`src/rtl/pgmb_pkg.sv`:
```
`default_nettype none

package pgmb_pkg;

  localparam int MM_W       = 20;
  localparam int RANGE_W    = 19;
  localparam int DIV_W      = 13;
  localparam int PIX_W      = 12;
  localparam int GRID_SEL_W = 5;
  localparam int SQ_W       = 40;
  localparam int CELL_IDX_W = 16;

  typedef logic signed [MM_W-1:0] mm_t;

  typedef struct packed {
    mm_t x;
    mm_t y;
    mm_t z;
  } point_t;

  typedef struct packed {
    point_t minimum;
    point_t maximum;
  } cell_t;

  typedef enum logic {
    CMD_ACCUM = 1'b0,
    CMD_READ  = 1'b1
  } cmd_t;

  typedef struct packed {
    logic                  command;
    mm_t                   point_x;
    mm_t                   point_y;
    mm_t                   point_z;
    logic [PIX_W-1:0]      pixel_row;
    logic [PIX_W-1:0]      pixel_col;
    logic                  point_ok;
    logic [GRID_SEL_W-1:0] read_row;
    logic [GRID_SEL_W-1:0] read_col;
  } item_t;

  typedef struct packed {
    logic [RANGE_W-1:0] range_min_mm;
    logic [RANGE_W-1:0] range_max_mm;
    logic [DIV_W-1:0]   rows_per_cell;
    logic [DIV_W-1:0]   cols_per_cell;
  } cfg_t;

  typedef enum logic [1:0] {
    REG_RANGE_MIN = 2'd0,
    REG_RANGE_MAX = 2'd1,
    REG_ROWS      = 2'd2,
    REG_COLS      = 2'd3
  } reg_idx_t;

  typedef enum logic [1:0] {
    OP_ACCUM    = 2'd0,
    OP_READ     = 2'd1,
    OP_READ_OFF = 2'd2
  } job_op_t;

  typedef struct packed {
    job_op_t               op;
    logic [CELL_IDX_W-1:0] idx;
    point_t                pt;
  } job_t;

  typedef struct packed {
    point_t minimum;
    point_t maximum;
    point_t center;
    logic   valid;
  } result_t;

  typedef enum logic [1:0] {
    F_IDLE = 2'd0,
    F_CALC = 2'd1,
    F_PUSH = 2'd2
  } front_state_t;

  typedef enum logic [1:0] {
    B_INIT  = 2'd0,
    B_IDLE  = 2'd1,
    B_MERGE = 2'd2
  } back_state_t;

endpackage

`default_nettype wire

```
`src/rtl/pgmb_front.sv`:
```
`default_nettype none

module pgmb_front #(
  parameter int GRID_ROWS = 32,
  parameter int GRID_COLS = 32
) (
  input  wire               clk,
  input  wire               rst,
  input  wire               en,
  input  pgmb_pkg::cfg_t    cfg,
  input  wire               in_valid,
  output logic              in_ready,
  input  pgmb_pkg::item_t   in_item,
  output logic              job_valid,
  input  wire               job_ready,
  output pgmb_pkg::job_t    job
);
  import pgmb_pkg::*;

  localparam int CNT_W = $clog2(PIX_W);

  front_state_t state, state_next;

  item_t            cur;
  logic [DIV_W-1:0] div_r, div_c;
  logic [PIX_W-1:0] num_r, num_c;
  logic [DIV_W-1:0] rem_r, rem_c;
  logic [PIX_W-1:0] q_r, q_c;
  logic [CNT_W-1:0] cnt;
  logic [SQ_W-1:0]  sq_x, sq_y, sq_z, norm, lo2, hi2;

  logic [DIV_W:0]   tmp_r, tmp_c;
  logic             last_step;
  logic             in_range;
  logic             keep;
  logic             read_on_grid;
  logic             accept;

  assign accept    = in_valid && in_ready;
  assign last_step = (cnt == CNT_W'(PIX_W - 1));
  assign tmp_r     = {rem_r, num_r[PIX_W-1]};
  assign tmp_c     = {rem_c, num_c[PIX_W-1]};

  assign in_range     = !((norm < lo2) || (norm > hi2));
  assign read_on_grid = (32'(cur.read_row) < GRID_ROWS) && (32'(cur.read_col) < GRID_COLS);
  assign keep         = cur.point_ok && in_range &&
                        (32'(q_r) < GRID_ROWS) && (32'(q_c) < GRID_COLS);

  always_comb begin
    state_next = state;
    unique case (state)
      F_IDLE: if (accept) state_next = F_CALC;
      F_CALC: if (last_step) state_next = F_PUSH;
      F_PUSH: begin
        if ((cur.command == CMD_ACCUM) && !keep) state_next = F_IDLE;
        else if (job_ready) state_next = F_IDLE;
      end
      default: state_next = F_IDLE;
    endcase
  end

  always_comb begin
    in_ready  = (state == F_IDLE) && en;
    job_valid = (state == F_PUSH) && ((cur.command == CMD_READ) || keep);
    job.pt    = '{x: cur.point_x, y: cur.point_y, z: cur.point_z};
    if (cur.command == CMD_READ) begin
      job.op  = read_on_grid ? OP_READ : OP_READ_OFF;
      job.idx = CELL_IDX_W'(32'(cur.read_row) * GRID_COLS + 32'(cur.read_col));
    end else begin
      job.op  = OP_ACCUM;
      job.idx = CELL_IDX_W'(32'(q_r) * GRID_COLS + 32'(q_c));
    end
  end

  always_ff @(posedge clk) begin
    if (rst) state <= F_IDLE;
    else state <= state_next;
  end

  always_ff @(posedge clk) begin
    lo2  <= cfg.range_min_mm * cfg.range_min_mm;
    hi2  <= cfg.range_max_mm * cfg.range_max_mm;
    sq_x <= cur.point_x * cur.point_x;
    sq_y <= cur.point_y * cur.point_y;
    sq_z <= cur.point_z * cur.point_z;
    norm <= sq_x + sq_y + sq_z;
    if (accept) begin
      cur   <= in_item;
      num_r <= in_item.pixel_row;
      num_c <= in_item.pixel_col;
      div_r <= (cfg.rows_per_cell == '0) ? DIV_W'(1) : cfg.rows_per_cell;
      div_c <= (cfg.cols_per_cell == '0) ? DIV_W'(1) : cfg.cols_per_cell;
      rem_r <= '0;
      rem_c <= '0;
      q_r   <= '0;
      q_c   <= '0;
      cnt   <= '0;
    end else if (state == F_CALC) begin
      num_r <= {num_r[PIX_W-2:0], 1'b0};
      num_c <= {num_c[PIX_W-2:0], 1'b0};
      cnt   <= cnt + CNT_W'(1);
      if (tmp_r >= {1'b0, div_r}) begin
        rem_r <= DIV_W'(tmp_r - {1'b0, div_r});
        q_r   <= {q_r[PIX_W-2:0], 1'b1};
      end else begin
        rem_r <= tmp_r[DIV_W-1:0];
        q_r   <= {q_r[PIX_W-2:0], 1'b0};
      end
      if (tmp_c >= {1'b0, div_c}) begin
        rem_c <= DIV_W'(tmp_c - {1'b0, div_c});
        q_c   <= {q_c[PIX_W-2:0], 1'b1};
      end else begin
        rem_c <= tmp_c[DIV_W-1:0];
        q_c   <= {q_c[PIX_W-2:0], 1'b0};
      end
    end
  end

endmodule

`default_nettype wire

```
`config.mk`:
```
export PLATFORM = sky130hd
export DESIGN_NAME = pgmb_front
export DESIGN_NICKNAME = d
export VERILOG_FILES = /design/src/rtl/pgmb_pkg.sv /design/src/rtl/pgmb_front.sv
export SDC_FILE = /design/constraint.sdc
export NUM_CORES = 2
export LEC_CHECK = 0
export BUFFER_PORTS_ARGS = -buffer_cell sky130_fd_sc_hd__buf_2
export CAP_MARGIN = 5
export CORE_UTILIZATION = 50
export CTS_BUF_LIST = sky130_fd_sc_hd__clkbuf_4 sky130_fd_sc_hd__clkbuf_8
export DETAILED_ROUTE_END_ITERATION = 6
export GPL_TIMING_DRIVEN = 1
export HOLD_SLACK_MARGIN = 0.06
export PLACE_DENSITY = 0.68
export SLEW_MARGIN = 40
export SYNTH_ARGS = -nofsm -noshare
export SYNTH_HDL_FRONTEND = slang
export SYNTH_SLANG_ARGS = --single-unit
```
`constraint.sdc`:
```
create_clock -name clk -period 10.3 [get_ports clk]
set_clock_uncertainty 0.05 [all_clocks]
set_input_delay 2.06 -clock clk [delete_from_list [all_inputs] [get_ports clk]]
set_output_delay 2.06 -clock clk [all_outputs]
set_load 0.02 [all_outputs]
```
After elaboration in Yosys (flattened, before gate mapping) --
Index checks and enable logic that the tools add are counted.
Storage, ports and cells: register bits after elaboration 414, output and inout port bits 80
Operators by class: $mul 5, bitwise gates (word level) 1, eq/ne operators 6, $lt $le $gt $ge 6, reduce and logical (&&, ||, !) cells 16, multiplexer cells 14, add/sub/neg operators 7
Operators with widths (number):
- $mul 20x20->40 | 3
- $add 40x40->40 | 2
- $mul 19x19->38 | 2
- $mux 12 | 4
- $gt 40x38->1 | 1
- $lt 40x38->1 | 1
- $ge 14x13->1 | 2
- $logic_not 13->1 | 2
- $mux 13 | 2
- $sub 13x13->13 | 2
- $lt 12x6->1 const B | 2
- $mux 17 | 1
- $add 16x12->16 | 1
- $add 10x5->11 | 1
- $mux 2 | 4
- $logic_and 1x1->1 | 7
- $pmux 2 s3 | 1
- $add 4x1->4 const B | 1
- $eq 4x4->1 const B | 1
- $ne 2x2->1 const B | 2
- $ne 3x3->1 const B | 1
- $reduce_and 3->1 | 1
- $eq 2x1->1 const B | 1
- $eq 2x2->1 const B | 1
- 6 further kinds | 9

Depth between registers and ports, before layout --
depth in word-level cells 10, mapped depth 29

Worst setup path before layout --
No wires, ideal clock.
kind in2reg, start in cfg[51] in the netlist's numbering, end reg lo2[37], setup slack 2.158 ns, path buffers 2, arrival time 8.019 ns, cell stages on the path 23, required time 10.178 ns, cells stage by stage clkbuf_1 > clkbuf_1 > nand2_1 > fa_1 > inv_1 > fa_1 > inv_1 > fa_1 > fa_1 > fa_1 > fa_1 > inv_1 > ha_1 > a21o_1 > a21o_1 > a211o_1 > a21o_1 > a21o_1 > a41o_1 > a221oi_4 > o221ai_1 > a21oi_1 > xnor2_1
Between the ends: word-level cells in the longest chain between the ends 1
Ends and longest elaborated chain:
- start: declaration | RTL line pgmb_front.sv:10 | input pgmb_pkg::cfg_t cfg,
- $mul 19x19->38 | RTL line pgmb_front.sv:81 | lo2 <= cfg.range_min_mm * cfg.range_min_mm;
- end signal: assignment | RTL line pgmb_front.sv:81
- end: declaration | RTL line pgmb_front.sv:30 | logic [SQ_W-1:0] sq_x, sq_y, sq_z, norm, lo2, hi2;
Every way passes these cells. A chain may end at the register's enable or synchronous reset.

Worst setup path in the final report --
start reg cur (netlist bit job[42]), end reg sq_x[38]
Between the ends: word-level cells in the longest chain between the ends 1
Ends and longest elaborated chain:
- start: declaration | RTL line pgmb_front.sv:24 | item_t cur;
- start signal: assignment | RTL line pgmb_front.sv:88 | cur <= in_item;
- $mul 20x20->40 | RTL line pgmb_front.sv:83 | sq_x <= cur.point_x * cur.point_x;
- end signal: assignment | RTL line pgmb_front.sv:83
- end: declaration | RTL line pgmb_front.sv:30
Every way passes these cells.

==> qor.yml <==
hp-class: "flip-flop to flip-flop"
status: "completed"
cts_hold_buf: 0
min_path_cells: 2
ant_nets: 0
first_iter_violations: 2580
dp.cells: 10100
hold_viol: 0
syn-cell-area_um2: 77600
overflow: 0
cts.sinks: 409
grt_max_degree: 57
cp_max_fo: 16
layout_common_cells: "inv_1 (2178), fa_1 (1685), ha_1 (718)"
die_x_um: 396
clk_latency_ps: 780
fin_nets: 10700
synth-async-reset-ratio: 0
hpwl_um: 147000
cts.path.max_buffers: 3
crit_type: "flip-flop to flip-flop"
cts_buffers: 80
viasPerCell: 5.10
maxSlewHeadroom: 0.446
maxCapViolations: 0
yosys_warnings: 0
setup_viol: 0
holdWs_ps: 417
cts-resized-gates: 0
cts_tree: "built"
reg2reg_from: "job[42]$_DFFE_PP_"
avgSynthCellArea_um2: 9.68
synth_simple_gate_area_frac: 0.101
wl_um: 175000
syn_inst: 8021
routedWlPerCell_um: 17.1
dieArea_um2: 157000
final-seq-area_um2: 9410
portBuffers: 243
n_fill_cell: 13700
layout_min_cycle_time_ps: 8130
htree_levels: 3
grt_pass1_vias: 57900
setup_tns_ps: 0
drive_above_1_share: 0.0644
die_h_um: 396
fmax_ghz: 0.123
tightest_slew_ps: 831
layout_commonest_cell: "inv_1"
ys_dominant_reg_cell: "dfxtp_1"
seq_area_frac_synth: 0.121
synth_compound_area_frac: 0.0640
area_growth_syn_to_layout_pct: 6.43
grt_antenna_before_repair: 6
critPathCaptureType: "flip-flop"
track_usage: 0.235
cts-root-buf: "clkbuf_8"
num_rows: 144
drt_first_pass_iters: 7
ys_ff_latch: 409
synth_edf_count: 122
synthAdderAreaFrac: 0.550
io_pins: 245
cp_data_required_time_ps: 10840
fin_crit_sh: 0.789
grt_pass1_wl_um: 294000
synth_xor_area_frac: 0.0361
synth.area.mux_share: 0.00497
via_count: 52300
start_kind: "flip-flop"
routabilityCongestion: 0.914
clk_pin_slew_ps: 60
final_max_slew_viol_count: 0
worstRegToRegCells: 24
stdcell_count: 10200
r2r-end: "sq_x[38]$_DFF_P_"
yosysUniqueCellTypes: 90
reg2reg_slack_ps: 2170
worstPathArrival_ps: 8670
synth_top_family_by_area: "adder cells"
start_util: 0.504
fp.coreArea_um2: 154000
whs_endpoint: "q_r[11]$_SDFFE_PP0P_"
holdCritStartpoint: "q_r[11]$_SDFFE_PP0P_"
drc: 0
postCtsSetupBuffers: 0
multi_input_area_um2: 58700
rsz0062_at_grt: "false"
-- sequential cells by signal (all words and copies together) (netlist names), 37 cells and up --
signal and count:
norm 40, lo2 37, sq_z 39, job 60
sq_x 39, hi2 37, sq_y 39
-- layer usage --
metal	vias to the layer above	wire length, µm	GRT usage
met2	1318	87400	0.404
met3	314	9080	0.0282
met1	26500	72800	0.308
li1	24200	-	-
met4	4	5520	0.0770
met5	-	22	0
-- cell families after synthesis --
kind of cell,count (synthesis)
DFF,409
adders and majority gates,2403
buffers and inverters,2472
AOI/OAI and AO/OA,753
muxes,37
other,1
and+or+nand+nor,1626
xor gates and xnor gates,320
-- cells in the mapped netlist, types with 38 or more instances --
library cell	count	area [µm²]
a21oi_1	213	1070
buf_4	64	480
ha_1	718	8980
dfxtp_1	287	5750
a21o_1	142	1070
nand3_1	55	275
nor3_1	38	190
edfxtp_1	122	3660
xor2_1	98	858
and2_1	372	2330
fa_1	1685	33700
xnor2_1	222	1940
nor2_1	218	818
nand4_1	39	244
inv_1	2182	8190
nand2_1	704	2640
o21ai_0	144	721
clkbuf_1	217	815
nor2b_1	80	500
-- worst max-delay path by stage --
stage,slack [ps],start,endpoint
finish,2170,job[42]$_DFFE_PP_,sq_x[38]$_DFF_P_
global route,1790,job[11]$_DFFE_PP_,sq_z[38]$_DFF_P_
CTS,1980,job[11]$_DFFE_PP_,sq_z[38]$_DFF_P_
detailed placement,1620,cfg[48],lo2[37]$_DFF_P_
global placement,1740,cfg[48],lo2[37]$_DFF_P_
floorplan,2160,cfg[51],lo2[37]$_DFF_P_
-- metrics by stage --
stage	cell area (µm²)	util	setup slack (ps)
floorplan	77600	-	2160
global placement	80500	0.522	1740
detailed placement	80700	0.524	1620
CTS	82600	0.536	1980
global route	82600	0.536	1790
finish	82600	0.536	2170
-- worst max-delay path, cell delays in order, from the launching register on --
cell	delay, ps
edfxtp_1	790
buf_4	310
nand2_1	110
fa_1	620
fa_1	590
inv_1	60
fa_1	720
inv_1	270
fa_1	540
inv_1	50
fa_1	480
fa_1	490
inv_1	50
fa_1	500
inv_1	40
ha_1	350
nand2_1	100
nor2_1	240
nand4_1	130
nor3_1	230
o21ai_1	140
a21oi_1	180
o31ai_1	110
a211o_1	280
xnor2_1	490
-- cell type report --
cell class | instances | area share
Inverter | 2183 | 0.0993
Tap cell | 2044 | 0.0310
Antenna cell | 4 | 0.000121
Clock buffer | 111 | 0.0172
Sequential cell | 409 | 0.114
Multi-Input combinational cell | 5143 | 0.711
Timing Repair Buffer | 312 | 0.0221
Clock inverter | 36 | 0.00576
Power is left out: the tool's default activity adds up to more than one toggle a clock period on the data nets, which glitch-free logic cannot reach.
