## src/rtl/pgmb_pkg.sv

```systemverilog
`default_nettype none

package pgmb_pkg;

  localparam int MM_W       = 20;
  localparam int RANGE_W    = 19;
  localparam int DIV_W      = 13;
  localparam int PIX_W      = 12;
  localparam int GRID_SEL_W = 5;
  localparam int SQ_W       = 40;
  localparam int CELL_IDX_W = 16;

  typedef logic signed [MM_W-1:0] mm_t;

  typedef struct packed {
    mm_t x;
    mm_t y;
    mm_t z;
  } point_t;

  typedef struct packed {
    point_t minimum;
    point_t maximum;
  } cell_t;

  typedef enum logic {
    CMD_ACCUM = 1'b0,
    CMD_READ  = 1'b1
  } cmd_t;

  typedef struct packed {
    logic                  command;
    mm_t                   point_x;
    mm_t                   point_y;
    mm_t                   point_z;
    logic [PIX_W-1:0]      pixel_row;
    logic [PIX_W-1:0]      pixel_col;
    logic                  point_ok;
    logic [GRID_SEL_W-1:0] read_row;
    logic [GRID_SEL_W-1:0] read_col;
  } item_t;

  typedef struct packed {
    logic [RANGE_W-1:0] range_min_mm;
    logic [RANGE_W-1:0] range_max_mm;
    logic [DIV_W-1:0]   rows_per_cell;
    logic [DIV_W-1:0]   cols_per_cell;
  } cfg_t;

  typedef enum logic [1:0] {
    REG_RANGE_MIN = 2'd0,
    REG_RANGE_MAX = 2'd1,
    REG_ROWS      = 2'd2,
    REG_COLS      = 2'd3
  } reg_idx_t;

  typedef enum logic [1:0] {
    OP_ACCUM    = 2'd0,
    OP_READ     = 2'd1,
    OP_READ_OFF = 2'd2
  } job_op_t;

  typedef struct packed {
    job_op_t               op;
    logic [CELL_IDX_W-1:0] idx;
    point_t                pt;
  } job_t;

  typedef struct packed {
    point_t minimum;
    point_t maximum;
    point_t center;
    logic   valid;
  } result_t;

  typedef enum logic [1:0] {
    F_IDLE = 2'd0,
    F_CALC = 2'd1,
    F_PUSH = 2'd2
  } front_state_t;

  typedef enum logic [1:0] {
    B_INIT  = 2'd0,
    B_IDLE  = 2'd1,
    B_MERGE = 2'd2
  } back_state_t;

endpackage

`default_nettype wire

```

## src/rtl/pgmb_queue.sv

```systemverilog
`default_nettype none

module pgmb_queue (
  input  wire             clk,
  input  wire             rst,
  input  wire             wr_valid,
  output logic            wr_ready,
  input  pgmb_pkg::job_t  wr_data,
  output logic            rd_valid,
  input  wire             rd_ready,
  output pgmb_pkg::job_t  rd_data
);
  import pgmb_pkg::*;

  job_t       entries [2];
  logic       wr_ptr, rd_ptr;
  logic [1:0] count;
  logic       do_wr, do_rd;

  assign wr_ready = (count != 2'd2);
  assign rd_valid = (count != 2'd0);
  assign rd_data  = entries[rd_ptr];
  assign do_wr    = wr_valid && wr_ready;
  assign do_rd    = rd_valid && rd_ready;

  always_ff @(posedge clk) begin
    if (rst) begin
      wr_ptr <= 1'b0;
      rd_ptr <= 1'b0;
      count  <= 2'd0;
    end else begin
      if (do_wr) wr_ptr <= !wr_ptr;
      if (do_rd) rd_ptr <= !rd_ptr;
      if (do_wr && !do_rd) count <= count + 2'd1;
      else if (do_rd && !do_wr) count <= count - 2'd1;
    end
  end

  always_ff @(posedge clk) begin
    if (do_wr) entries[wr_ptr] <= wr_data;
  end

endmodule

`default_nettype wire

```

## config.mk

```make
export PLATFORM = sky130hd
export DESIGN_NAME = pgmb_queue
export DESIGN_NICKNAME = d
export VERILOG_FILES = /design/src/rtl/pgmb_pkg.sv /design/src/rtl/pgmb_queue.sv
export SDC_FILE = /design/constraint.sdc
export NUM_CORES = 1
export LEC_CHECK = 0
export BUFFER_PORTS_ARGS = -buffer_cell sky130_fd_sc_hd__buf_2
export CAP_MARGIN = 30
export CORE_AREA = 2 2 118 120
export CTS_BUF_LIST = sky130_fd_sc_hd__clkbuf_8 sky130_fd_sc_hd__clkbuf_16
export DETAILED_ROUTE_END_ITERATION = 7
export DIE_AREA = 0 0 120 122
export PLACE_DENSITY_LB_ADDON = 0.1
export SYNTH_ARGS = -nofsm -noshare
export SYNTH_HDL_FRONTEND = slang
export SYNTH_SLANG_ARGS = --single-unit
export TNS_END_PERCENT = 1
```

## constraint.sdc

```tcl
create_clock -name clk -period 4.7 [get_ports clk]
set_input_delay 0.235 -clock clk [delete_from_list [all_inputs] [get_ports clk]]
set_output_delay 0.235 -clock clk [all_outputs]
set_load 0.01 [all_outputs]
```

==> Word-level counts from Yosys, hierarchy flattened <==
Memories as Yosys holds them, arrays and structs flattened. A register that Yosys moved wholly into a read port is not among the register bits.
Cells that the tools add are included.
{ "op_classes": {"n_addsub": 2, "n_eq_ne": 1, "mux": 6, "reduce_logical": 10} }
{ "op_table": {"columns": ["operator", "n"], "rows": [
  ["logical AND 1 bit", 4],
  ["logical NOT 1 bit", 4],
  ["two-way mux 1 bit", 4],
  ["two-way mux 2 bit", 2],
  ["nonzero test 2 bit", 2],
  ["adder 2 x 1 -> 2 bit, second input constant", 1],
  ["!= test 2 bit, second input constant", 1],
  ["subtractor 2 x 1 -> 2 bit, second input constant", 1]
]} }
{ "word_totals": {"register_bits": 4, "ramBits": 156, "mem_count": 1} }
{ "mem_list": {"columns": ["name", "words", "word_bits", "rd", "rd_ports_with_merged_regs", "write_ports", "line", "rtl"], "rows": [
  ["entries", 2, 78, 1, 1, 1, "pgmb_queue.sv:15", "job_t entries [2];"]
]} }

==> Longest topological paths before layout <==
Gate-level depths: netlist of run 1.
{ "depth": {"ltp_word": 6, "ltp_mapped": 6} }

==> Worst setup path before layout of run 1 <==
Ideal clock, no wire load.
{ "synth_timing": {"kind": "reg-to-reg", "start": "register count[0]", "end": "memory entries[1][0] in the netlist's numbering, enable pin", "arrival_ns": 2.509, "required_ns": 4.255, "setup_slack_ns": 1.746, "stages_incl_launch_ff": 3, "n_path_buf": 0, "synth_period_minus_slack_ns": 2.954, "path_cell_list": "dfxtp_1 > nand2b_1 > and3_1"} }
{ "synth_via": {"elab_chain_cells": 4} }
{ "synth_lines": {"columns": ["element", "line", "rtl"], "rows": [
  ["start, declared", "pgmb_queue.sv:17", "logic [1:0] count;"],
  ["start signal, assigned", "pgmb_queue.sv:34", "if (do_wr && !do_rd) count <= count + 2'd1;"],
  ["start signal, assigned", "pgmb_queue.sv:35", "else if (do_rd && !do_wr) count <= count - 2'd1;"],
  ["!= test 2 bit", "pgmb_queue.sv:20", "assign wr_ready = (count != 2'd2);"],
  ["via wr_ready", "pgmb_queue.sv:7", "output logic wr_ready,"],
  ["logical AND 1 bit", "pgmb_queue.sv:23", "assign do_wr = wr_valid && wr_ready;"],
  ["two-way mux 1 bit", "pgmb_queue.sv:40", "if (do_wr) entries[wr_ptr] <= wr_data;"],
  ["two-way mux 1 bit (implied by the code)", "pgmb_queue.sv:40", null],
  ["end, declared", "pgmb_queue.sv:15", null]
]} }
The timed path passes the listed nets, and every way through them passes these cells.

==> impl_metrics.xml, run 1 <==
<?xml version="1.0" encoding="UTF-8"?>
<metrics>
  <group name="logic_synthesis">
    <metric name="synth_edf_count" unit="">156</metric>
    <metric name="ys_ff_latch" unit="">161</metric>
    <metric name="yosys.area_share.adder" unit="%">0.211</metric>
    <metric name="ys.warnings.count" unit="">0</metric>
    <metric name="synth_async_sr_flop_share" unit="%">0</metric>
    <metric name="mappedNetlistArea" unit="um^2">5930</metric>
    <metric name="synth_compound_gate_area_share" unit="%">0.506</metric>
    <metric name="synth.yosys.seq_area_share" unit="%">80.7</metric>
    <metric name="post_synth_num_cell_types" unit="">19</metric>
    <metric name="synth_simple_gate_area_share" unit="%">0.844</metric>
    <metric name="yosys_most_used_dff" unit="">edfxtp_1</metric>
    <metric name="syn-num-nets" unit="">350</metric>
    <metric name="yosys.area_share.xor_xnor" unit="%">0.443</metric>
    <metric name="synth_top_family_by_area" unit="">multiplexers</metric>
    <metric name="synth_area_per_cell" unit="um^2">22.2</metric>
    <metric name="synth.mux.area_fraction" unit="%">16.1</metric>
    <metric name="number_of_instances_in_the_synthesized_netlist" unit="">267</metric>
  </group>
  <group name="sta">
    <metric name="fmaxAchievable" unit="GHz">0.384</metric>
    <metric name="timing.setup.tns" unit="ps">0</metric>
    <metric name="timing.hold.ws" unit="ps">26.3</metric>
    <metric name="final_critical_delay_including_setup_and_external_delays" unit="ps">2610</metric>
    <metric name="max-slew-margin-rel" unit="%">47.7</metric>
    <metric name="final_min_period_over_clock_period" unit="%">55.5</metric>
    <metric name="finalWorstSetupSlack" unit="ps">2090</metric>
    <metric name="finalHoldViolations" unit="">0</metric>
    <metric name="finalMaxSlewViolations" unit="">0</metric>
    <metric name="fin_skew" unit="ps">6.17</metric>
    <metric name="rsz_0062_raised_after_global_routing" unit="">false</metric>
    <metric name="setup_violations" unit="">0</metric>
    <metric name="worst_slew_pin_slew" unit="ps">783</metric>
  </group>
  <group name="floorplanning">
    <metric name="core" unit="um^2">13500</metric>
    <metric name="design.die.area" unit="um^2">14600</metric>
    <metric name="initial_core_util" unit="%">43.9</metric>
    <metric name="std_cell_rows" unit="">43</metric>
    <metric name="io-pin-count" unit="">162</metric>
    <metric name="die_h" unit="um">122</metric>
    <metric name="die_x" unit="um">120</metric>
  </group>
  <group name="clocking">
    <metric name="insertion_delay" unit="ps">410</metric>
    <metric name="numCtsBuffers" unit="">17</metric>
    <metric name="clk_root_buffer_cell" unit="">clkbuf_16</metric>
    <metric name="cts-root-to-sink-buffers" unit="">2</metric>
    <metric name="cts.clk_slew.worst_paths" unit="ps">60</metric>
    <metric name="cts_max_level" unit="">4</metric>
    <metric name="tritoncts_clock_tree" unit="">done</metric>
    <metric name="clock_sinks" unit="">161</metric>
  </group>
  <group name="power_and_ir_drop">
    <metric name="p_comb_share" unit="%">22.3</metric>
    <metric name="power.share.switching" unit="%">25.0</metric>
    <metric name="p_sw" unit="mW">1.08</metric>
    <metric name="power_per_cell_area" unit="nW/um^2">517</metric>
    <metric name="power.leakage" unit="nW">3.18</metric>
    <metric name="power.ir.vdd_worst" unit="uV">378</metric>
    <metric name="power_frac_clock" unit="%">33.9</metric>
    <metric name="internal_power" unit="mW">3.23</metric>
    <metric name="power_frac_seq" unit="%">43.8</metric>
  </group>
  <group name="setup_path">
    <metric name="worst_path_max_delay_cell" unit="">dfxtp_4</metric>
    <metric name="crit_family" unit="">buffers and inverters</metric>
    <metric name="bufs_and_invs_on_worst_path" unit="">2</metric>
    <metric name="worstSetupStartpointType" unit="">flip-flop</metric>
    <metric name="worstSetupPathType" unit="">flip-flop to output pin</metric>
    <metric name="critical_path.cell_chain" unit="">buf_4, mux2_2, buf_2</metric>
    <metric name="worst_ep_required_time" unit="ps">4470</metric>
    <metric name="worstSetupEndpointType" unit="">output pin</metric>
    <metric name="critPathArrivalTime" unit="ps">2370</metric>
    <metric name="critical-path-max-stage-delay" unit="ps">700</metric>
    <metric name="critPathMaxFanout" unit="">44</metric>
  </group>
  <group name="grt">
    <metric name="grt_pass1_vias" unit="">3396</metric>
    <metric name="grt_antenna_before_repair" unit="">0</metric>
    <metric name="grt_pass1_wl" unit="mm">16.3</metric>
    <metric name="grt_start_max_net_pins" unit="">47</metric>
    <metric name="grt_usage" unit="%">15.0</metric>
    <metric name="globalRouteOverflowTotal" unit="">0</metric>
  </group>
  <group name="flow_run">
    <metric name="max-cap-violations" unit="">0</metric>
  </group>
  <group name="detailed_routing">
    <metric name="route.detailed.wl_per_inst" unit="um">14.9</metric>
    <metric name="route.met2.wl" unit="mm">5.41</metric>
    <metric name="dr.max_layer_used" unit="">met4</metric>
    <metric name="firstDrtPassIters" unit="">4</metric>
    <metric name="routed_wirelength" unit="mm">10.6</metric>
    <metric name="drt.antenna.violating_nets" unit="">0</metric>
    <metric name="post_detailed_route_via_to_cell_ratio" unit="">4.61</metric>
    <metric name="drcViolationCount" unit="">0</metric>
    <metric name="drtIter0Drc" unit="">114</metric>
    <metric name="detail_route.wirelength.met1" unit="mm">4.34</metric>
    <metric name="vias" unit="">3276</metric>
    <metric name="dr_wl_met3" unit="um">728</metric>
  </group>
  <group name="placement">
    <metric name="placedInstanceArea" unit="um^2">6920</metric>
    <metric name="detailedPlace.worstSlack" unit="ps">2400</metric>
    <metric name="place_hpwl" unit="mm">6.32</metric>
    <metric name="gp_routability_congestion" unit="">0.712</metric>
    <metric name="dpl.cell_count" unit="">602</metric>
    <metric name="buffer_ports.inserted" unit="">161</metric>
  </group>
  <group name="outcome">
    <metric name="status" unit="">completed</metric>
  </group>
  <group name="cells_and_area">
    <metric name="leading_cell_type_in_the_layout_fill_and_taps_excluded" unit="">buf_2</metric>
    <metric name="multi_input_comb_area" unit="um^2">1080</metric>
    <metric name="commonest_cells_after_routing_fill_and_taps_aside" unit="">161 x buf_2, 156 x edfxtp_1, 76 x dlygate4sd3_1</metric>
    <metric name="diodes" unit="">0</metric>
    <metric name="final_net_count" unit="">600</metric>
    <metric name="final_instance_count_without_filler_cells" unit="">710</metric>
    <metric name="layout_stage_area_growth_over_the_synthesis_result" unit="%">40.4</metric>
    <metric name="layout.area.seq" unit="um^2">4790</metric>
    <metric name="drive_gt1_share" unit="%">52.1</metric>
    <metric name="fill_count" unit="">1039</metric>
    <metric name="final_design_area_no_fill" unit="um^2">8330</metric>
  </group>
  <group name="worst_hold_path">
    <metric name="holdCritPathClass" unit="">input port to flip-flop</metric>
  </group>
</metrics>
==> cells in the mapped netlist (2+ instances only) <==
cell type,count,area (um^2)
buf_6,4,45.0
mux2_2,58,653
dfxtp_1,5,100
o21ai_0,2,10.0
nor2_1,3,11.3
buf_2,5,25.0
a21oi_1,2,10.0
edfxtp_1,156,4680
xor2_1,3,26.3
mux2_4,20,300
==> worst paths after layout <==
check	start	to	slack (ps)	cells past startpoint
min	wr_data[54]	entries[1][54]	30	1
max reg2reg	count[0]	entries[0][17]	2430	4
max	flip-flop	rd_data[21]	2090	3
min reg2reg	rd_ptr	rd_ptr	520	2
==> power groups by stage <==
stage / logic [mW] / registers [mW] / clock network, mW
global route: 1.04 / 1.91 / 1.56
finish: 0.959 / 1.89 / 1.46
global placement: 0.921 / 1.91 / 0
CTS: 0.978 / 1.89 / 1.50
floorplan: 0.648 / 1.87 / 0
detailed placement: 0.924 / 1.92 / 0
==> flip-flops by register name, indices dropped and copies added (netlist names), named ones only <==
| register | count |
|---|---|
| entries | 156 |
| count | 2 |
| rd_ptr | 1 |
| wr_ptr | 1 |
==> layer usage <==
| metal | GRT usage (%) | vias up |
|---|---|---|
| li1 | - | 1560 |
| met1 | 17.0 | 1596 |
| met2 | 25.4 | 108 |
| met3 | 6.13 | 12 |
| met4 | 6.18 | 0 |
| met5 | 0 | - |
==> per-stage QoR <==
| stage | util, % | power (mW) |
|---|---|---|
| 3_3_place_gp | 51.3 | 2.83 |
| 4_1_cts | 61.7 | 4.37 |
| 6_report | 61.7 | 4.31 |
| 5_1_grt | 61.7 | 4.50 |
| 3_5_place_dp | 51.3 | 2.84 |
| 2_1_floorplan | - | 2.52 |
==> area by class of cell <==
cell class,count,share of cell area [%]
Clock buffer,17,5.11
Tap cell,180,2.71
Timing Repair Buffer,240,19.1
Clock inverter,15,2.58
Inverter,1,0.0601
Multi-Input combinational cell,96,12.9
Sequential cell,161,57.5
==> logic make-up (layout without fill, tap and decap cells) <==
kind of cell,after synthesis,in the layout
DFF,161,161
muxes,78,78
buffers and inverters,10,273
and+or+nand+nor,9,9
AOI/OAI and AO/OA,5,5
xor gates and xnor gates,3,3
adders and majority gates,1,1
==> repair_timing <==
| action | in CTS | in global routing |
|---|---|---|
| buffers inserted | 0 | 0 |
| endpoints found under the hold margin | 150 | 0 |
| hold buffers | 76 | 0 |
| gates resized for setup | 0 | 0 |
==> worst reg2reg max path, delay by kind of cell, from the launching register on <==
family        cells  cell delay, ps
flops             1             390
buf+inv           2            1120
simple gates      2             360
No activity file was read; power rests on OpenSTA's default activity.
==> run 2, diff against run 1 <==
--- a/config.mk
+++ b/config.mk
@@ -5,6 +5,7 @@
 export SDC_FILE = /design/constraint.sdc
 export NUM_CORES = 1
 export LEC_CHECK = 0
+export ABC_AREA = 1
 export BUFFER_PORTS_ARGS = -buffer_cell sky130_fd_sc_hd__buf_2
 export CAP_MARGIN = 30
 export CORE_AREA = 2 2 118 120
==> constraint.sdc (replaced) <==
create_clock -name clk -period 2.3 [get_ports clk]
set_input_delay 0.115 -clock clk [delete_from_list [all_inputs] [get_ports clk]]
set_output_delay 0.115 -clock clk [all_outputs]
set_load 0.01 [all_outputs]
==> run 2 against run 1 <==
  * Combinational power grew 100%
  * Total power increased by 93%
  * Non-clock buffer count rose by 10
  * Via count rose by 2.9%
  * Sequential cell count stayed put
  * Clock-buffer cell count grew 2
  * Die area unchanged
==> impl_metrics.xml, run 2 <==
<?xml version="1.0" encoding="UTF-8"?>
<metrics>
  <group name="logic_synthesis">
    <metric name="yosys_most_used_dff" unit="">edfxtp_1</metric>
    <metric name="mappedNetlistArea" unit="um^2">5950</metric>
    <metric name="synth_top_area_share" unit="%">78.8</metric>
    <metric name="ys_ff_latch" unit="">161</metric>
    <metric name="yosysTopAreaCell" unit="">edfxtp_1</metric>
    <metric name="synth_edf_count" unit="">156</metric>
    <metric name="synth.cells.most_frequent" unit="">156 x edfxtp_1, 58 x mux2_2, 20 x mux2_4</metric>
    <metric name="synth.yosys.seq_area_share" unit="%">80.5</metric>
    <metric name="synth_async_sr_flop_share" unit="%">0</metric>
    <metric name="post_synth_num_cell_types" unit="">14</metric>
    <metric name="ys.warnings.count" unit="">0</metric>
    <metric name="number_of_instances_in_the_synthesized_netlist" unit="">280</metric>
    <metric name="synth_top_cells_by_area" unit="">edfxtp_1 79%, mux2_2 11%, mux2_4 5.0%</metric>
    <metric name="synth_area_per_cell" unit="um^2">21.2</metric>
    <metric name="yosys.cell_count.top_type" unit="">edfxtp_1</metric>
    <metric name="syn-num-nets" unit="">363</metric>
  </group>
  <group name="grt">
    <metric name="globalRouteOverflowTotal" unit="">0</metric>
    <metric name="grt_usage" unit="%">15.5</metric>
    <metric name="grt_antenna_before_repair" unit="">0</metric>
    <metric name="grt_start_max_net_pins" unit="">51</metric>
    <metric name="grt_pass1_wl" unit="mm">16.8</metric>
    <metric name="grt_pass1_vias" unit="">3493</metric>
  </group>
  <group name="clocking">
    <metric name="cts_setup_buffers" unit="">0</metric>
    <metric name="clock_sinks" unit="">161</metric>
    <metric name="cts.clk_slew.worst_paths" unit="ps">60</metric>
    <metric name="insertion_delay" unit="ps">420</metric>
    <metric name="numCtsBuffers" unit="">17</metric>
    <metric name="cts-root-to-sink-buffers" unit="">2</metric>
    <metric name="tritoncts_clock_tree" unit="">done</metric>
    <metric name="cts_max_level" unit="">4</metric>
    <metric name="clk_root_buffer_cell" unit="">clkbuf_16</metric>
  </group>
  <group name="placement">
    <metric name="gp_routability_congestion" unit="">0.696</metric>
    <metric name="buffer_ports.inserted" unit="">161</metric>
    <metric name="detailedPlace.worstSlack" unit="ps">626</metric>
    <metric name="place_hpwl" unit="mm">6.82</metric>
  </group>
  <group name="detailed_routing">
    <metric name="route.detailed.wl_per_inst" unit="um">14.9</metric>
    <metric name="routed_wirelength" unit="mm">10.9</metric>
    <metric name="post_detailed_route_via_to_cell_ratio" unit="">4.60</metric>
    <metric name="drtIter0Drc" unit="">166</metric>
    <metric name="drcViolationCount" unit="">0</metric>
    <metric name="vias" unit="">3370</metric>
    <metric name="drt.antenna.violating_nets" unit="">0</metric>
    <metric name="firstDrtPassIters" unit="">4</metric>
  </group>
  <group name="flow_run">
    <metric name="max-cap-violations" unit="">0</metric>
  </group>
  <group name="sta">
    <metric name="fin_skew" unit="ps">6.78</metric>
    <metric name="finalWorstSetupSlack" unit="ps">260</metric>
    <metric name="setup_violations" unit="">0</metric>
    <metric name="finalMaxSlewViolations" unit="">0</metric>
    <metric name="rsz_0062_raised_after_global_routing" unit="">false</metric>
    <metric name="final_critical_delay_including_setup_and_external_delays" unit="ps">2040</metric>
    <metric name="worst_slew_pin_slew" unit="ps">575</metric>
    <metric name="max-slew-margin-rel" unit="%">61.7</metric>
    <metric name="fmaxAchievable" unit="GHz">0.490</metric>
    <metric name="finalHoldViolations" unit="">0</metric>
    <metric name="final_min_period_over_clock_period" unit="%">88.7</metric>
  </group>
  <group name="setup_path">
    <metric name="worstRegToRegCells" unit="">5</metric>
    <metric name="worstReg2RegStart" unit="">count[0]</metric>
    <metric name="critPathMaxFanout" unit="">37</metric>
    <metric name="worstSetupPathType" unit="">flip-flop to output pin</metric>
    <metric name="crit-reg2reg-capture" unit="">entries[0][62]</metric>
    <metric name="timing.critical_path.depth" unit="">3</metric>
    <metric name="critical-path-max-stage-delay" unit="ps">700</metric>
    <metric name="worstSetupStartpointType" unit="">flip-flop</metric>
    <metric name="worstSetupEndpointType" unit="">output pin</metric>
    <metric name="reg2reg_setup_slack" unit="ps">670</metric>
    <metric name="critPathArrivalTime" unit="ps">1920</metric>
    <metric name="worst_ep_required_time" unit="ps">2180</metric>
    <metric name="crit_family" unit="">flip-flops</metric>
    <metric name="worst_path_max_delay_cell" unit="">dfxtp_4</metric>
    <metric name="critical_path.cell_chain" unit="">buf_4, mux2_2, buf_2</metric>
    <metric name="bufs_and_invs_on_worst_path" unit="">2</metric>
  </group>
  <group name="cells_and_area">
    <metric name="commonest_cells_after_routing_fill_and_taps_aside" unit="">161 x buf_2, 156 x edfxtp_1, 80 x dlygate4sd3_1</metric>
    <metric name="multi_input_comb_area" unit="um^2">1080</metric>
    <metric name="final_net_count" unit="">623</metric>
    <metric name="fill_count" unit="">1019</metric>
    <metric name="layout.area.seq" unit="um^2">4790</metric>
    <metric name="drive_gt1_share" unit="%">49.9</metric>
    <metric name="largestRegisters" unit="">entries x156, count x2</metric>
    <metric name="layout_stage_area_growth_over_the_synthesis_result" unit="%">40.8</metric>
    <metric name="register_with_the_most_flip_flops" unit="">entries</metric>
    <metric name="leading_cell_type_in_the_layout_fill_and_taps_excluded" unit="">buf_2</metric>
    <metric name="diodes" unit="">0</metric>
    <metric name="finish.utilization" unit="%">62.0</metric>
    <metric name="largest_register_ffs" unit="">156</metric>
  </group>
  <group name="floorplanning">
    <metric name="die_x" unit="um">120</metric>
    <metric name="core" unit="um^2">13500</metric>
    <metric name="initial_core_util" unit="%">44.0</metric>
    <metric name="std_cell_rows" unit="">43</metric>
    <metric name="io-pin-count" unit="">162</metric>
    <metric name="design.die.area" unit="um^2">14600</metric>
    <metric name="die_h" unit="um">122</metric>
  </group>
  <group name="outcome">
    <metric name="status" unit="">completed</metric>
  </group>
  <group name="power_and_ir_drop">
    <metric name="power.ir.vdd_worst" unit="uV">514</metric>
    <metric name="power.leakage" unit="nW">3.26</metric>
    <metric name="power_per_cell_area" unit="nW/um^2">994</metric>
  </group>
  <group name="worst_hold_path">
    <metric name="holdCritPathClass" unit="">input port to flip-flop</metric>
    <metric name="holdPathStages" unit="">4</metric>
    <metric name="worstHoldStart" unit="">wr_valid</metric>
    <metric name="holdPathEnd" unit="">wr_ptr</metric>
  </group>
</metrics>
-- run 2: changes by cell type after synthesis, moves of 2 or more --
cell / change
nand2_1: +9
xor2_1: -3
inv_1: +7
nor2_1: +4
nand3_1: +2
-- run 2: routing by layer --
metal	vias to the layer above	part of all wire, %	global-route usage (%)
met5	-	0	0
met4	0	2.3	8.60
met3	18	5.9	5.06
met2	102	53	26.6
met1	1637	39	17.1
li1	1613	-	-
-- run 2: cells by family after synthesis --
kind of cell | Yosys count | synth area share [%]
AOI/OAI and AO/OA | 4 | 0.337
adders and majority gates | 1 | 0.210
buffers and inverters | 17 | 1.68
DFF | 161 | 80.5
muxes | 78 | 16.0
and+or+nand+nor | 19 | 1.28
-- run 2: worst max-delay path by stage --
| stage | from | endpoint | slack, ps |
|---|---|---|---|
| finish | flip-flop | rd_data[46] | 260 |
| global route | flip-flop | rd_data[46] | 120 |
| CTS | flip-flop | rd_data[46] | 170 |
| detailed placement | flip-flop | rd_data[46] | 630 |
| global placement | flip-flop | rd_data[9] | 660 |
| floorplan | count[0] | entries[0][0] | -790 |
-- run 2: power breakdown --
| group | internal [mW] | switching (mW) |
|---|---|---|
| clock network | 1.51 | 1.00 |
| logic | 0.980 | 0.948 |
| registers | 3.71 | 0.169 |
| total | 6.20 | 2.12 |
-- run 2: layout make-up --
class | instances | area share (%)
clock buffers | 19 | 5.41
clock inverters | 13 | 1.03
inverters | 8 | 0.359
multi-input cells | 102 | 12.9
flip-flops and latches | 161 | 57.2
well taps | 180 | 2.69
repair buffers | 250 | 20.4
-- run 2: worst reg2reg max path: cells and delay by family, from the launching register on --
family        cells  cell delay [ps]
simple gates      3              410
flops             1              320
buf+inv           2              500
-- run 2: stage by stage --
stage | hold WS [ps] | TNS (ps) | instance area, um^2 | std cells | power [mW]
finish | 208 | 0 | 8370 | 733 | 8.32
global route | 247 | 0 | 8370 | 733 | 8.74
CTS | 183 | 0 | 8370 | 733 | 8.43
detailed placement | 306 | 0 | 7030 | 621 | 5.80
global placement | 303 | 0 | 7030 | 621 | 5.77
floorplan | 214 | -122580 | 5950 | 280 | 5.08
-- run 2: repair_timing --
action,4_1_cts,5_1_grt
resized for setup,0,0
hold buffers,80,0
endpoints found under the hold margin,161,0
==> run 3, diff against run 2 <==
==> constraint.sdc (replaced) <==
create_clock -name clk -period 2.3 [get_ports clk]
set_input_delay 0.115 -clock clk [delete_from_list [all_inputs] [get_ports clk]]
set_output_delay 0.115 -clock clk [all_outputs]
set_load 0.05 [all_outputs]
==> run 3 against run 2 <==
  * Total power is 20% higher
  * Design area is 1.1% higher
  * Setup slack worse by 17 ps
  * Die area stayed put
  * Global-route usage is 0.068 points higher
  * Register-to-register slack hardly changed
==> impl_metrics.xml, run 3 (synthesis results as in run 2) <==
<?xml version="1.0" encoding="UTF-8"?>
<metrics>
  <group name="detailed_routing">
    <metric name="post_detailed_route_via_to_cell_ratio" unit="">4.54</metric>
    <metric name="routed_wirelength" unit="mm">11.2</metric>
    <metric name="route.detailed.wl_per_inst" unit="um">15.4</metric>
    <metric name="drt.antenna.violating_nets" unit="">0</metric>
    <metric name="vias" unit="">3314</metric>
    <metric name="firstDrtPassIters" unit="">4</metric>
    <metric name="drcViolationCount" unit="">0</metric>
    <metric name="drtIter0Drc" unit="">134</metric>
  </group>
  <group name="sta">
    <metric name="fin_skew" unit="ps">6.50</metric>
    <metric name="finalHoldViolations" unit="">0</metric>
    <metric name="final_min_period_over_clock_period" unit="%">89.4</metric>
    <metric name="worst_slew_pin_slew" unit="ps">493</metric>
    <metric name="final_critical_delay_including_setup_and_external_delays" unit="ps">2060</metric>
    <metric name="finalMaxSlewViolations" unit="">0</metric>
    <metric name="setup_violations" unit="">0</metric>
    <metric name="timing.setup.tns" unit="ps">0</metric>
    <metric name="fmaxAchievable" unit="GHz">0.486</metric>
    <metric name="rsz_0062_raised_after_global_routing" unit="">false</metric>
    <metric name="max-slew-margin-rel" unit="%">67.1</metric>
  </group>
  <group name="grt">
    <metric name="grt_pass1_vias" unit="">3394</metric>
    <metric name="grt_pass1_wl" unit="mm">16.9</metric>
    <metric name="globalRouteOverflowTotal" unit="">0</metric>
    <metric name="grt_antenna_before_repair" unit="">0</metric>
    <metric name="grt_start_max_net_pins" unit="">50</metric>
    <metric name="grt_usage" unit="%">15.6</metric>
  </group>
  <group name="clocking">
    <metric name="cts-root-to-sink-buffers" unit="">2</metric>
    <metric name="clock_sinks" unit="">161</metric>
    <metric name="numCtsBuffers" unit="">17</metric>
    <metric name="insertion_delay" unit="ps">410</metric>
    <metric name="tritoncts_clock_tree" unit="">done</metric>
    <metric name="clk_root_buffer_cell" unit="">clkbuf_16</metric>
    <metric name="cts.clk_slew.worst_paths" unit="ps">60</metric>
    <metric name="cts_max_level" unit="">4</metric>
  </group>
  <group name="setup_path">
    <metric name="critPathMaxFanout" unit="">24</metric>
    <metric name="critPathArrivalTime" unit="ps">1940</metric>
    <metric name="worstReg2RegStart" unit="">count[0]</metric>
    <metric name="worstSetupEndpointType" unit="">output pin</metric>
    <metric name="worst_ep_required_time" unit="ps">2180</metric>
    <metric name="worstSetupPathType" unit="">flip-flop to output pin</metric>
    <metric name="worstSetupStartpointType" unit="">flip-flop</metric>
  </group>
  <group name="cells_and_area">
    <metric name="largestRegisters" unit="">entries x156, count x2</metric>
    <metric name="leading_cell_type_in_the_layout_fill_and_taps_excluded" unit="">buf_2</metric>
    <metric name="finish.utilization" unit="%">62.7</metric>
    <metric name="drive_gt1_share" unit="%">50.9</metric>
    <metric name="register_with_the_most_flip_flops" unit="">entries</metric>
    <metric name="layout_stage_area_growth_over_the_synthesis_result" unit="%">42.3</metric>
    <metric name="diodes" unit="">0</metric>
    <metric name="largest_register_ffs" unit="">156</metric>
    <metric name="commonest_cells_after_routing_fill_and_taps_aside" unit="">161 x buf_2, 156 x edfxtp_1, 80 x dlygate4sd3_1</metric>
    <metric name="fill_count" unit="">1024</metric>
    <metric name="final_net_count" unit="">621</metric>
  </group>
  <group name="placement">
    <metric name="place_hpwl" unit="mm">6.81</metric>
    <metric name="gp_routability_congestion" unit="">0.702</metric>
    <metric name="buffer_ports.inserted" unit="">161</metric>
  </group>
  <group name="flow_run">
    <metric name="max-cap-violations" unit="">0</metric>
  </group>
  <group name="power_and_ir_drop">
    <metric name="power.leakage" unit="nW">3.28</metric>
    <metric name="power_per_cell_area" unit="nW/um^2">1180</metric>
    <metric name="power.ir.vdd_worst" unit="uV">584</metric>
  </group>
  <group name="outcome">
    <metric name="status" unit="">completed</metric>
  </group>
  <group name="worst_hold_path">
    <metric name="worstHoldStart" unit="">wr_valid</metric>
    <metric name="holdCritPathClass" unit="">input port to flip-flop</metric>
  </group>
  <group name="floorplanning">
    <metric name="io-pin-count" unit="">162</metric>
    <metric name="core" unit="um^2">13500</metric>
    <metric name="design.die.area" unit="um^2">14600</metric>
    <metric name="die_x" unit="um">120</metric>
    <metric name="die_h" unit="um">122</metric>
    <metric name="std_cell_rows" unit="">43</metric>
    <metric name="initial_core_util" unit="%">44.0</metric>
  </group>
</metrics>
==> run 3: changes by cell type in the layout (fill, tap and decap cells not counted), moves of 2 or more <==
| cell | previous run | this run |
|---|---|---|
| inv_1 | 15 | 10 |
| bufinv_16 | 1 | 5 |
| buf_4 | 6 | 3 |
| clkbuf_8 | 2 | 0 |
| clkinv_2 | 3 | 5 |
| nand2_1 | 9 | 7 |
==> run 3: routing by layer <==
metal | track usage [%] | share of wire [%] | vias to the layer above
met1 | 18.3 | 43 | 1604
met2 | 26.4 | 51 | 93
met5 | 0 | 0 | -
met4 | 6.84 | 1.5 | 0
met3 | 5.06 | 4.9 | 12
li1 | - | - | 1605
==> run 3: through the flow <==
stage / power (mW) / instances / hold WS, ps / area [um^2] / setup WS [ps]
6_report: 10.0 / 730 / 141 / 8460 / 244
5_1_grt: 10.4 / 730 / 148 / 8460 / 126
4_1_cts: 10.1 / 730 / 124 / 8460 / 183
3_5_place_dp: 7.05 / 619 / 306 / 7040 / 636
3_3_place_gp: 7.02 / 619 / 303 / 7040 / 657
2_1_floorplan: 6.36 / 280 / 214 / 5970 / 9.14
==> run 3: final timing paths <==
kind,cells after the start,end,slack (ps)
max,3,rd_data[6],240
min,5,wr_ptr,140
max reg2reg,5,entries[1][49],660
min reg2reg,2,rd_ptr,530
==> run 3: final cells by class <==
type / instances / area (um^2) / share of cell area, %
clock inverters: 14 / 198 / 2.34
well taps: 180 / 225 / 2.66
inverters: 8 / 30.0 / 0.355
multi-input cells: 102 / 1090 / 12.8
repair buffers: 248 / 1710 / 20.2
clock buffers: 17 / 425 / 5.03
flip-flops and latches: 161 / 4790 / 56.6
==> run 3: worst max-delay path: stages, from the launching register on <==
cell     delay [ps]
dfxtp_4         590
buf_4           340
mux2_2          380
buf_2           210
==> run 3: what timing repair did <==
action | 4_1_cts | 5_1_grt
gates resized for setup | 0 | 0
setup endpoints to repair | 0 | 0
hold endpoints to repair | 160 | 0
setup buffers | 0 | 0
hold buffers | 80 | 0
==> run 3: where the power goes <==
part | leakage, nW | internal (mW) | switching, mW
clock | 0.311 | 1.90 | 1.05
combinational | 1.47 | 0.985 | 2.23
sequential | 1.50 | 3.71 | 0.150
